$ cat src/rtl/indexed_insert_delete_list_assert.svh
// Assertion macros for the indexed insert/delete list.
// Needs clk and arst_n in the scope of the module that includes it.
`ifndef INDEXED_INSERT_DELETE_LIST_ASSERT_SVH
`define INDEXED_INSERT_DELETE_LIST_ASSERT_SVH

// same-cycle implication, held off during reset
`define IIDL_ASSERT_NOW(lbl, ante, cons, msg) \
	lbl: assert property (@(posedge clk) disable iff (!arst_n) (ante) |-> (cons)) \
		else $error(msg);

// next-cycle implication, held off during reset
`define IIDL_ASSERT_NEXT(lbl, ante, cons, msg) \
	lbl: assert property (@(posedge clk) disable iff (!arst_n) (ante) |=> (cons)) \
		else $error(msg);

`endif

$ cat src/rtl/iidl_pkg.sv
// Shared constants, codes and the cell control word for the list.
// No dependencies.
`timescale 1ns / 1ps

package iidl_pkg;

	localparam int CAPACITY  = 16;
	localparam int ELEM_W    = 32;
	localparam int MODE_W    = 3;
	localparam int POS_W     = 5;
	localparam int VAL_W     = 32;
	localparam int RDV_W     = 32;
	localparam int STAT_W    = 2;
	localparam int OUT_CNT_W = 5;
	localparam int CNT_W     = $clog2(CAPACITY + 1);
	localparam int IDX_W     = (CAPACITY > 1) ? $clog2(CAPACITY) : 1;
	localparam int CMP_W     = (POS_W > CNT_W) ? POS_W : CNT_W;
	localparam int S_TDATA_W = ((POS_W + VAL_W + 7) / 8) * 8;
	localparam int M_TDATA_W = ((RDV_W + OUT_CNT_W + 7) / 8) * 8;

	typedef enum logic [MODE_W-1:0] {
		MODE_INSERT     = 3'd0,
		MODE_PUSH_BACK  = 3'd1,
		MODE_READ       = 3'd2,
		MODE_READ_FRONT = 3'd3,
		MODE_READ_BACK  = 3'd4,
		MODE_DELETE     = 3'd5,
		MODE_POP_FRONT  = 3'd6,
		MODE_POP_BACK   = 3'd7
	} mode_t;

	typedef enum logic [STAT_W-1:0] {
		ST_OK    = 2'd0,
		ST_RANGE = 2'd1,
		ST_EMPTY = 2'd2,
		ST_FULL  = 2'd3
	} status_t;

	// broadcast to every cell; ins/del only set on an accepted word
	typedef struct packed {
		logic              ins;
		logic              del;
		logic [IDX_W-1:0]  idx;
		logic [ELEM_W-1:0] value;
	} cell_ctl_t;

endpackage

$ cat src/rtl/iidl_cell.sv
// One storage cell of the list chain: holds a single element.
// Depends on iidl_pkg.
`timescale 1ns / 1ps

module iidl_cell (
	input  logic                              clk,
	input  logic [iidl_pkg::IDX_W-1:0]        cell_idx,
	input  iidl_pkg::cell_ctl_t               ctl,
	input  logic [iidl_pkg::ELEM_W-1:0]       left_data,
	input  logic [iidl_pkg::ELEM_W-1:0]       right_data,
	output logic [iidl_pkg::ELEM_W-1:0]       data
);
	import iidl_pkg::*;

	logic [ELEM_W-1:0] data_q;

	// insert: cells above the slot take the lower neighbour, the slot takes the new value
	// delete: the slot and everything above take the upper neighbour
	always_ff @(posedge clk) begin
		if (ctl.ins) begin
			if (cell_idx > ctl.idx) begin
				data_q <= left_data;
			end else if (cell_idx == ctl.idx) begin
				data_q <= ctl.value;
			end
		end else if (ctl.del && (cell_idx >= ctl.idx)) begin
			data_q <= right_data;
		end
	end

	assign data = data_q;

endmodule

$ cat src/rtl/iidl_ctrl.sv
// Request decode, range/empty/full checks and the element count register.
// Depends on iidl_pkg.
`timescale 1ns / 1ps

module iidl_ctrl (
	input  logic                              clk,
	input  logic                              arst_n,
	input  logic                              fire,
	input  iidl_pkg::mode_t                   mode,
	input  logic [iidl_pkg::POS_W-1:0]        position,
	input  logic [iidl_pkg::VAL_W-1:0]        element_value,
	output iidl_pkg::cell_ctl_t               ctl,
	output logic                              rd_en,
	output iidl_pkg::status_t                 status,
	output logic [iidl_pkg::CNT_W-1:0]        cnt_next,
	output logic [iidl_pkg::CNT_W-1:0]        cnt
);
	import iidl_pkg::*;

	logic [CNT_W-1:0] cnt_q;
	logic [CMP_W-1:0] pos_c;
	logic [CMP_W-1:0] cnt_c;
	logic [CMP_W-1:0] cap_c;
	logic [CMP_W-1:0] last_c;
	logic [CMP_W-1:0] tgt;
	logic             ins_ok;
	logic             del_ok;
	logic             is_empty;

	assign pos_c    = CMP_W'(position);
	assign cnt_c    = CMP_W'(cnt_q);
	assign cap_c    = CMP_W'(CAPACITY);
	assign last_c   = cnt_c - CMP_W'(1);
	assign is_empty = (cnt_q == '0);

	always_comb begin
		ins_ok = 1'b0;
		del_ok = 1'b0;
		rd_en  = 1'b0;
		tgt    = '0;
		status = ST_OK;
		case (mode)
			MODE_INSERT: begin
				tgt = pos_c;
				if (pos_c > cnt_c) begin
					status = ST_RANGE;
				end else if (cnt_c == cap_c) begin
					status = ST_FULL;
				end else begin
					ins_ok = 1'b1;
				end
			end
			MODE_PUSH_BACK: begin
				tgt = cnt_c;
				if (cnt_c == cap_c) begin
					status = ST_FULL;
				end else begin
					ins_ok = 1'b1;
				end
			end
			MODE_READ: begin
				tgt = pos_c;
				if (pos_c >= cnt_c) begin
					status = ST_RANGE;
				end else begin
					rd_en = 1'b1;
				end
			end
			MODE_READ_FRONT: begin
				if (is_empty) begin
					status = ST_RANGE;
				end else begin
					rd_en = 1'b1;
				end
			end
			MODE_READ_BACK: begin
				tgt = last_c;
				if (is_empty) begin
					status = ST_RANGE;
				end else begin
					rd_en = 1'b1;
				end
			end
			MODE_DELETE: begin
				tgt = pos_c;
				if (is_empty) begin
					status = ST_EMPTY;
				end else if (pos_c >= cnt_c) begin
					status = ST_RANGE;
				end else begin
					del_ok = 1'b1;
				end
			end
			MODE_POP_FRONT: begin
				if (is_empty) begin
					status = ST_EMPTY;
				end else begin
					del_ok = 1'b1;
				end
			end
			MODE_POP_BACK: begin
				tgt = last_c;
				if (is_empty) begin
					status = ST_EMPTY;
				end else begin
					del_ok = 1'b1;
				end
			end
			default: begin
				status = ST_OK;
			end
		endcase
	end

	// tgt is below CAPACITY whenever it is used, so the truncation is safe
	assign ctl.ins   = fire & ins_ok;
	assign ctl.del   = fire & del_ok;
	assign ctl.idx   = IDX_W'(tgt);
	assign ctl.value = ELEM_W'(element_value);

	always_comb begin
		if (ins_ok) begin
			cnt_next = cnt_q + CNT_W'(1);
		end else if (del_ok) begin
			cnt_next = cnt_q - CNT_W'(1);
		end else begin
			cnt_next = cnt_q;
		end
	end

	always_ff @(posedge clk or negedge arst_n) begin
		if (!arst_n) begin
			cnt_q <= '0;
		end else if (fire) begin
			cnt_q <= cnt_next;
		end
	end

	assign cnt = cnt_q;

endmodule

$ cat src/rtl/indexed_insert_delete_list.sv
// Indexed insert/delete list: CAPACITY register cells in a chain, shifted in parallel.
// Result: the result word is registered and appears on the master side in the cycle after the request is taken.
// Throughput: one request per cycle; the single output register sets the pace under stall.
// Reset (arst_n low): count cleared, output empty; cell contents are left as they were.
// Depends on iidl_pkg, iidl_ctrl, iidl_cell and indexed_insert_delete_list_assert.svh.
`timescale 1ns / 1ps

module indexed_insert_delete_list (
	input  logic                                 clk,
	input  logic                                 arst_n,
	input  logic                                 s_tvalid,
	output logic                                 s_tready,
	// position [4:0], element_value [36:5], zero fill above
	input  logic [iidl_pkg::S_TDATA_W-1:0]       s_tdata,
	// mode [2:0]
	input  logic [iidl_pkg::MODE_W-1:0]          s_tuser,
	output logic                                 m_tvalid,
	input  logic                                 m_tready,
	// read_value [31:0], element_count [36:32], zero fill above
	output logic [iidl_pkg::M_TDATA_W-1:0]       m_tdata,
	// status [1:0]
	output logic [iidl_pkg::STAT_W-1:0]          m_tuser
);
	import iidl_pkg::*;
	`include "indexed_insert_delete_list_assert.svh"

	logic                 fire;
	cell_ctl_t            ctl;
	logic                 rd_en;
	status_t              status;
	logic [CNT_W-1:0]     cnt_next;
	logic [CNT_W-1:0]     cnt;
	logic [ELEM_W-1:0]    cell_data [CAPACITY];

	// output register
	logic                 m_tvalid_q;
	logic [RDV_W-1:0]     rdv_q;
	status_t              status_q;
	logic [OUT_CNT_W-1:0] ocnt_q;

	// a new word may enter whenever the output slot is free or is being drained
	assign s_tready = !m_tvalid_q || m_tready;
	assign fire     = s_tvalid && s_tready;

	iidl_ctrl u_ctrl (
		.clk           (clk),
		.arst_n        (arst_n),
		.fire          (fire),
		.mode          (mode_t'(s_tuser)),
		.position      (s_tdata[POS_W-1:0]),
		.element_value (s_tdata[POS_W+VAL_W-1:POS_W]),
		.ctl           (ctl),
		.rd_en         (rd_en),
		.status        (status),
		.cnt_next      (cnt_next),
		.cnt           (cnt)
	);

	// Cell chain. Cell 0 never takes its lower neighbour and the top cell's
	// upper neighbour is beyond the list, so both ends are tied to harmless values.
	for (genvar i = 0; i < CAPACITY; i++) begin : g_cell
		logic [ELEM_W-1:0] left_d;
		logic [ELEM_W-1:0] right_d;

		if (i == 0) begin : g_lo
			assign left_d = ctl.value;
		end else begin : g_lo
			assign left_d = cell_data[i-1];
		end

		if (i == CAPACITY - 1) begin : g_hi
			assign right_d = cell_data[i];
		end else begin : g_hi
			assign right_d = cell_data[i+1];
		end

		iidl_cell u_cell (
			.clk        (clk),
			.cell_idx   (IDX_W'(i)),
			.ctl        (ctl),
			.left_data  (left_d),
			.right_data (right_d),
			.data       (cell_data[i])
		);
	end

	// Result register: read value sampled before the chain moves, count after the request.
	always_ff @(posedge clk or negedge arst_n) begin
		if (!arst_n) begin
			m_tvalid_q <= 1'b0;
		end else if (fire) begin
			m_tvalid_q <= 1'b1;
		end else if (m_tready) begin
			m_tvalid_q <= 1'b0;
		end
	end

	always_ff @(posedge clk) begin
		if (fire) begin
			rdv_q    <= rd_en ? RDV_W'(cell_data[ctl.idx]) : '0;
			status_q <= status;
			ocnt_q   <= OUT_CNT_W'(cnt_next);
		end
	end

	assign m_tvalid = m_tvalid_q;
	assign m_tuser  = status_q;
	assign m_tdata  = M_TDATA_W'({ocnt_q, rdv_q});

	// checks
	`IIDL_ASSERT_NOW(a_cnt_bound, 1'b1, cnt <= CNT_W'(CAPACITY), "count above capacity")
	`IIDL_ASSERT_NEXT(a_fire_gives_word, fire, m_tvalid_q, "accepted word gave no result")
	`IIDL_ASSERT_NEXT(a_cnt_idle, !fire, $stable(cnt), "count moved without a request")
	`IIDL_ASSERT_NOW(a_full_at_cap, m_tvalid_q && (status_q == ST_FULL), ocnt_q == OUT_CNT_W'(CAPACITY), "full reported below capacity")

endmodule
$ cat config.mk
export PLATFORM = sky130hd
export DESIGN_NAME = indexed_insert_delete_list
export DESIGN_NICKNAME = d
export VERILOG_FILES = /design/src/rtl/iidl_pkg.sv /design/src/rtl/iidl_cell.sv /design/src/rtl/iidl_ctrl.sv /design/src/rtl/indexed_insert_delete_list.sv
export VERILOG_INCLUDE_DIRS = /design/src /design/src/rtl
export SDC_FILE = /design/constraint.sdc
export NUM_CORES = 1
export LEC_CHECK = 0
export ABC_AREA = 1
export BUFFER_PORTS_ARGS = -buffer_cell sky130_fd_sc_hd__buf_4
export CAP_MARGIN = 20
export CORE_ASPECT_RATIO = 1.4
export CORE_MARGIN = 5
export CORE_UTILIZATION = 30
export CTS_CLUSTER_DIAMETER = 50
export CTS_CLUSTER_SIZE = 25
export DETAILED_ROUTE_END_ITERATION = 8
export HOLD_SLACK_MARGIN = 0.06
export PLACE_DENSITY_LB_ADDON = 0.08
export SLEW_MARGIN = 20
export SYNTH_ARGS = -nofsm -noshare
export SYNTH_HDL_FRONTEND = slang
export SYNTH_SLANG_ARGS = --single-unit
$ cat constraint.sdc
create_clock -name clk -period 9.63 [get_ports clk]
set_input_delay 0.963 -clock clk [delete_from_list [all_inputs] [get_ports clk]]
set_output_delay 0.963 -clock clk [all_outputs]
set_load 0.01 [all_outputs]
==> results.md, run 1 <==
- The maximum clock frequency is roughly 0.20 GHz.
- The setup violation total in the final timing report is 0.
- The number of detailed-routing iterations run before antenna repair is 5.
- The part of the cycle the worst path needs is 52.6%.
- The cell count after synthesis came out at 4791.
- STA puts the critical path data arrival time at about 5.4 ns.
- After Yosys synthesis, XOR and XNOR cells account for 0.200% of the synthesized area.
- The final weighted congestion in routability-driven placement is 0.780.
- Of all nets on the critical path, the largest fanout is 34.
- In this run the core area contains 148 standard-cell rows.
- The master cell of the clock root buffer is clkbuf_16.
- The critical path goes through inv_2 > ha_1 > inv_1 > nand2_1 > nand3_4 > o21ai_4 > buf_4 > nand2_4 > buf_4 > nor2_4 > buf_4.
- The minimum clock period after layout is 5.06 ns.
- The final global-route overflow total is 0.
- Setup repair after global routing left no endpoint under its margin.
- Broken down by cell family, the worst path's largest delay share belongs to buffers and inverters.
- The net switching power is 0.00394 W.
- The clock tree from TritonCTS is yes.
- The post-synthesis simple-gate area fraction is 34.0%.
- The total via count after detailed routing is 33100.
- The flow ran to the end, and the final reports show no timing, DRC or antenna violations.
- The number of buffers and inverters on the critical path is 5.
- The number of gates resized after CTS was 0.
- The leading register cell type out of synthesis is edfxtp_1.
- The total routing usage reported by global routing is 24.2%.
- The setup slack of the worst register-to-register path is 4.57 ns.
- The logic depth of the worst register-to-register path is 11.
- The capturing point of the worst reg2reg path is g_cell[8].u_cell.data[3].
- For this run, the post-layout net count is 4700.
- The leakage component of the power is 16.6 nW.
- In this design, the critical path's most frequently occurring cell is buf_4.
- The die is slightly above 400 µm tall.
- The tightest min-delay check is of the in -> async type.
- The source-to-sink clock delay at the later pin of the worst-skew pair is between 0.6 and 0.7 ns.
- The proportion of synthesized chip area in sequential cells is 47.6%.
- The number of enable flip-flop cells after synthesis is 551.
- Summed over all failing endpoints, the final setup total negative slack is 0 ns.
- In this run the worst setup path begins at u_ctrl.cnt[0].
- The first-pass GRT wire length is 223000 µm.
- Counting distinct cell types in the post-synthesis netlist gives 36.
- Once the floorplan was initialized, standard cells occupied 30.2% of the core.
- The end point of the critical path is g_cell[8].u_cell.data[3].
- At the pin with the least slew margin, the transition time is 1.12 ns.
- The delay contributed by the slowest stage of the critical path is about 0.71 ns.
- In the routed design, unresolved DRC markers number 0.
- The die outline area is approximately 120000 µm².
- The worst setup path is captured at a flip-flop.
- The number of post-CTS setup repair buffers is 0.
- The share of total power dissipated in the clock network is 33.1%.
- During synthesis, Yosys emitted a total of 0 warnings.
- The reported max-cap violation count is 0.
- The share of power burned in combinational logic is 33.8%.
- The fraction of layout cells with a size suffix above 1 is 7.60%.
- The final count of pins violating max slew was 0.
- The cts-stage hold buffer count is 0.
- The cell count along the critical path is 11.
- In the synthesized netlist, the cells that appear most often are nand2_1, edfxtp_1, nor2_1.
- In the final routed layout, each cell accounts on average for 25.0 µm.
- The cell area that synthesis handed to floorplanning was approximately 35000 µm².
- The count of port buffers added during placement is 84.
- The share of synthesized cell area in full adder, half adder and majority cells is less than 1%.
- The sum of net half-perimeters after detailed placement is roughly 85000 µm.
- After synthesis, the largest family of logic cells by area is simple AND/OR/NAND/NOR gates.
- The wire length after detailed routing is 155000 µm.
- The count of nets left with antenna violations once routing finished came out at 0.
- Pin placement for this block handled slightly above 90 I/O pins.
- After clock tree synthesis, the clock-pin slew on the worst setup and hold paths is 0.05 ns.
- For this design, the slowest cell found on the critical path is nor2_4.
- Counting along the longest clock path gives a buffer depth of 3.
- On the final layout, the worst clock skew is 0.0387 ns.
- The most instantiated library cell after synthesis is nand2_1.
- The CTS sink count is between 500 and 600.
- Of the post-synthesis cell area, the part taken by muxes is 0%.
- For this design the ratio of total power to cell area is 241 nW/µm².
- In this run, flip-flops and latches consume 33.1% of the power.
- For this run, asynchronously set or reset flops after synthesis account for ~1.1%.
- In this run, the number of DRC markers left after iteration 0 of detailed routing was 3149.
- The setup path with the least slack is of type reg -> reg.
- Entering global routing, the biggest net connects about 210 pins.
- In this run the biggest area consumer among cell types represents a little under half of the synthesized area.
- Yosys attributes the largest share of cell area to edfxtp_1, nand2_1, nand4_1.
- The worst pin sits at a relative slew slack of between 20% and 30%.
- VDD sags by at most 0.206 mV.
- In this run the critical register-to-register path is launched from u_ctrl.cnt[0].
- The placeable core region is 116000 µm².
- The hold violation total from the final report is 0.
- edfxtp_1 takes more of the synthesized area than any other cell.
- The die is around 300 µm wide.
- STA puts the critical path data required time at just under 10 ns.
- The synthesized design contains 557 register bits.
- The area growth from synthesis to layout is 12.7%.
- The via count normalized by instance count is 5.32.
- In this run, CTS created clock tree buffers numbering 84.
- The number of global-route vias before repair is 31800.
- The internal portion of the total power is about 0.0056 W.
- The worst setup path is launched from a flip-flop.
- After layout, the design draws a total of 0.00955 W.
- In this run switching power makes up about two fifths of total power.
- The average cell area after synthesis is 7.33 µm².
- The compound-cell area share of the yosys netlist is under 10%.
- CTS built an H-tree with a depth of 3.
- The number of antenna violations at the first check in global routing is 10.
==> cell usage in the layout (no fill, tap or decap), drive strengths merged <==
| cell type | instances |
|---|---|
| nand2 | 1962 |
| edfxtp | 551 |
| o21ai | 486 |
| inv | 364 |
| nor2 | 354 |
| nand3 | 302 |
| nand4 | 256 |
| buf | 157 |
| clkbuf | 91 |
| clkinv | 39 |
| o211ai | 34 |
| o22ai | 34 |
| o21bai | 32 |
| ha | 8 |
| clkinvlp | 8 |
| xor2 | 7 |
| bufinv | 7 |
| dfrtp | 6 |
| a21oi | 5 |
| conb | 3 |
| o31ai | 2 |
| diode | 1 |
| a21o | 1 |
| a21boi | 1 |
| nand3b | 1 |
| xnor2 | 1 |
| o32ai | 1 |
==> through the flow <==
stage                     cells  setup slack (ns)  hold WS (ns)  util [%]  instance area (µm²)
after global placement     6057              4.16         0.513      31.6                36700
after floorplan            4793              5.42         0.517         -                35100
final                      6214              4.57         0.103      34.0                39600
after global routing       6214              4.35        0.0948      34.0                39600
after detailed placement   6059              4.13         0.525      31.6                36800
after CTS                  6213              4.51        0.0616      34.0                39600
==> sequential cells by signal, summed over array words and instances, names as in the netlist <==
register,flops
g_cell.u_cell.data,512
rdv_q,32
ocnt_q,5
u_ctrl.cnt,5
m_tuser,2
m_tvalid,1
==> final cells by class <==
cell class / instances / area [µm²]
diodes: 1 / 2.50
clock inverters: 63 / 653
flip-flops and latches: 557 / 16700
inverters: 355 / 1340
fillers: 12500 / 76700
clock buffers: 91 / 2130
repair buffers: 157 / 1280
multi-input cells: 3490 / 15600
well taps: 1500 / 1880
==> how the worst min path moves through the flow <==
stage	end	slack, ns	depth (start not counted)
after floorplan	u_ctrl.cnt[1]	0.52	2
after global placement	m_tvalid	0.51	2
after detailed placement	m_tvalid	0.52	2
after CTS	u_ctrl.cnt[4]	0.06	1
after global routing	u_ctrl.cnt[4]	0.09	1
final	u_ctrl.cnt[4]	0.10	1
==> power by group through the flow <==
stage	Clock, W	Sequential [W]	Combinational, W
global placement	0	0.00321	0.00323
floorplan	0	0.00318	0.00189
finish	0.00316	0.00316	0.00323
CTS	0.00322	0.00316	0.00324
detailed placement	0	0.00321	0.00323
global route	0.00332	0.00319	0.00351
==> cells by family after synthesis <==
kind of cell,Yosys count
AO/OA/AOI/OAI,596
other,1
AND/OR/NAND/NOR,2875
buffers and inverters,746
XOR/XNOR,8
flip-flops,557
adder cells (fa/ha/maj),8
==> layer usage <==
layer  GRT usage (%)  up-vias  share of wire, %
li1                -    15500                 -
met1            30.7    16100                41
met2            42.0     1168                49
met3            3.16      244               5.9
met4            9.33        0               4.0
met5               0        -                 0
Note: power is estimated with default switching activity, not from simulation.
==> run 2, diff against run 1 <==
Settings changed: ABC_AREA 1 to 0.
Clock period 9.63 ns to 5.16 ns, I/O delays scaled along.
==> results.md, run 2 <==
- In the synthesized netlist the dominant register cell turns out to be edfxtp_1.
- The final count of pins violating max slew came to 0.
- The post-route clock skew is 0.0315 ns.
- The first routing iteration left 2682 violations.
- In this run, synthesis produced a sequential element count of 557.
- The total overflow left after global routing is 0.
- After layout, the worst path uses between 70% and 80% of the clock period.
- By count the netlist is led by edfxtp_1, nor2_1, a21oi_1.
- The number of flip-flops in the largest register is around 510.
- TritonCTS built the clock tree.
- The number of enable flip-flop cells after synthesis is 551.
- The leakage component of the power is roughly 13 nW.
- Summed over all failing endpoints, the final setup total negative slack is 0 ns.
- The worst setup path is launched from a flip-flop.
- The number of antenna violations at the first check in global routing is 6.
- For this configuration, the core starts out at a cell density of 30.1%.
- The total routing usage reported by global routing is a little over a fifth.
- The final layout contains routed wiring with a total length of 133000 µm.
- Of all flip-flops after synthesis, the portion carrying an async set or reset was 1.08%.
- The synthesized design spends more area on one cell type than any other, namely edfxtp_1.
- After detailed routing, the average wire length per cell comes to around 28 µm.
- The placeable core region is 110000 µm².
- Along the worst hold path, the cell count comes to 3.
- Entering global routing, the biggest net connects 129 pins.
- The final design utilization is 34.9%.
- Buffers inserted during clock tree synthesis total between 80 and 90.
- The layout overhead on the synthesized area is 16.0%.
- Counting the fill cells in the layout gives between 10000 and 15000.
- The worst setup path is captured at a flip-flop.
- In the global route stage, met2 resource usage came out at 36.9%.
- Clock latency on the worst-skew pair, taken at its later pin, is between 0.6 and 0.7 ns.
- Ranked by total cell area, the synthesized netlist is headed by edfxtp_1, mux2i_1, mux2_2.
- The clock drives 557 sinks.
- Once detail routing completed, the nets flagged for antenna violations numbered 0.
- The remaining max-slew budget at the tightest pin is 21.7%.
- The hold violation total from the final report is 0.
- The cell count after synthesis came out at 3271.
- The worst setup path is of the reg -> reg kind.
- In this run the biggest area consumer among cell types represents 50.0% of the synthesized area.
- Power spread over the standard cell area amounts to ~440 nW/µm².
- In the final layout, the share of cells above drive strength 1 is between 10% and 20%.
- Input and output buffers added on the ports amount to 84.
- CTS placed an instance of clkbuf_16 at the clock tree root.
- The width of the die is roughly 290 µm.
- Leaving out fill and tap cells, the most frequent cell in the layout is edfxtp_1.
- The die outline height is just over 400 µm.
- The setup violation total in the final timing report is 0.
- Based on the critical path, the design can be clocked at up to 0.245 GHz.
- The cts-stage hold buffer count is 2.
- The most instantiated library cell after synthesis is edfxtp_1.
- The number of buffers on the longest clock path is 3.
- The largest fanout on the critical path is 17.
- The synthesized area is 33100 µm².
- The number of global-route vias before repair was 26700.
- The setup slack of the worst register-to-register path is 1.08 ns.
- The proportion of synthesized chip area in sequential cells is about half.
- 91 I/O pins were placed.
- The run finished with clean final reports.
- The die outline area is 117000 µm².
- The worst-case vdd ir drop is 0.241 mV.
- The clock-pin slew of the registers on the worst-case setup and hold paths is 0.06 ns.
- The DRC violation count after routing is 0.
- Before antenna repair, the detailed router went through 6 iterations.
- The routed design could run at a clock period as short as 4.08 ns.
- The synthesis warning total is 0.
- In this run, post-CTS repair resized a total of 0 instances.
- The tightest hold path in the finished design has a slack of 0.178 ns.
- For this run, the post-layout net count is 3274.
- In the layout the commonest cells are edfxtp_1, nor2_1, a21oi_1, nand3_1, mux2i_1.
- Detailed placement finished with a half-perimeter wire length of 71100 µm.
- The pin slew with the least headroom to its limit is 1.17 ns.
- The routed layout has 27300 vias.
- The fraction of met3 tracks used by global routing is 3.71%.
- Global routing used between 20% and 30% of the available met1 tracks.
- The initialized floorplan defines 144 standard-cell rows.
- The H-tree depth reported by CTS is 3.
- Setup repair after global routing left no endpoint under its margin.
- The tightest min-delay check is of the in -> reg type.
- Across the run, the number of max-cap violations was 0.
- At the worst endpoint, the arrival time is 4.43 ns.
- Yosys mapped the design onto 69 distinct sky130hd cell types.
- The number of post-CTS setup repair buffers is 0.
- STA puts the critical path data required time at 5.51 ns.
- The layer flagged by global routing as most heavily used is met2.
- The final weighted congestion in routability-driven placement is 0.780.
- Averaged over all synthesized cells, the footprint is 10.1 µm².
- The logic depth of the worst register-to-register path is 10.
- The first-pass GRT wire length is approximately 190000 µm.
- The via count normalized by instance count is 5.75.
[run 2: cell count changes after synthesis, sizes merged, moves of 30 or more]
cell and change:
mux2i +320, o22ai -30, o21ai -283, mux2 +193, o21bai -32, clkbuf +65
a31oi +133, nor2 +109, inv -338, o211ai +97, nand2 -1818, nand4 -223
buf -119, a21oi +326
[run 2: logic make-up after synthesis]
kind of cell,Yosys count,share of synthesized area (%)
and+or+nand+nor,1004,13.4
DFF,557,50.5
buffers and inverters,352,4.77
AOI/OAI and AO/OA,826,14.6
adders and majority gates,8,0.302
muxes,513,16.2
other,1,0.0113
xor gates and xnor gates,10,0.287
[run 2: layout make-up]
| cell class | count | area [µm²] | area share (%) |
|---|---|---|---|
| multi-input cells | 2364 | 15200 | 39.5 |
| clock buffers | 90 | 2150 | 5.59 |
| diodes | 1 | 2.50 | 0.00652 |
| inverters | 15 | 57.6 | 0.150 |
| well taps | 1460 | 1830 | 4.76 |
| flip-flops and latches | 557 | 16700 | 43.5 |
| repair buffers | 196 | 1790 | 4.66 |
| clock inverters | 68 | 699 | 1.82 |
[run 2: stage by stage]
step	power [W]	cell area (µm²)	setup slack [ns]	instances
finish	0.0170	38400	1.08	4751
global route	0.0177	38400	0.858	4750
CTS	0.0172	38400	1.05	4750
detailed placement	0.0112	35500	0.997	4590
global placement	0.0111	35500	0.991	4590
floorplan	0.00906	33100	0.128	3273
[run 2: power breakdown]
part | total (W) | switching (W) | internal (W)
Sequential | 0.00581 | 0.000275 | 0.00553
Combinational | 0.00529 | 0.00361 | 0.00167
Clock | 0.00593 | 0.00252 | 0.00341
[run 2: per-layer routing]
metal | part of all wire (%) | wire (µm)
met1 | 41 | 54400
met2 | 48 | 64000
met3 | 6.9 | 9130
met4 | 3.7 | 4880
met5 | 0.026 | 34
[run 2: path summary, 6_finish.rpt]
path	startpoint	end
setup reg to reg	u_ctrl.cnt[2]	g_cell[14].u_cell.data[30]
max in group asynchronous	arst_n	u_ctrl.cnt[3]
setup / recovery	u_ctrl.cnt[2]	g_cell[14].u_cell.data[30]
hold / removal	m_tready	m_tvalid
hold reg to reg	m_tvalid	m_tvalid
min in group asynchronous	arst_n	m_tvalid
[run 2: worst max-delay path, cell delays in order, from the launching register on]
cell	delay, ns
dfrtp_1	0.61
inv_1	0.18
ha_1	0.32
a21oi_1	0.12
o21a_1	0.22
a221o_1	0.25
and2_0	0.40
o21ai_4	0.10
buf_4	0.29
nor2b_4	0.86
buf_12	0.34
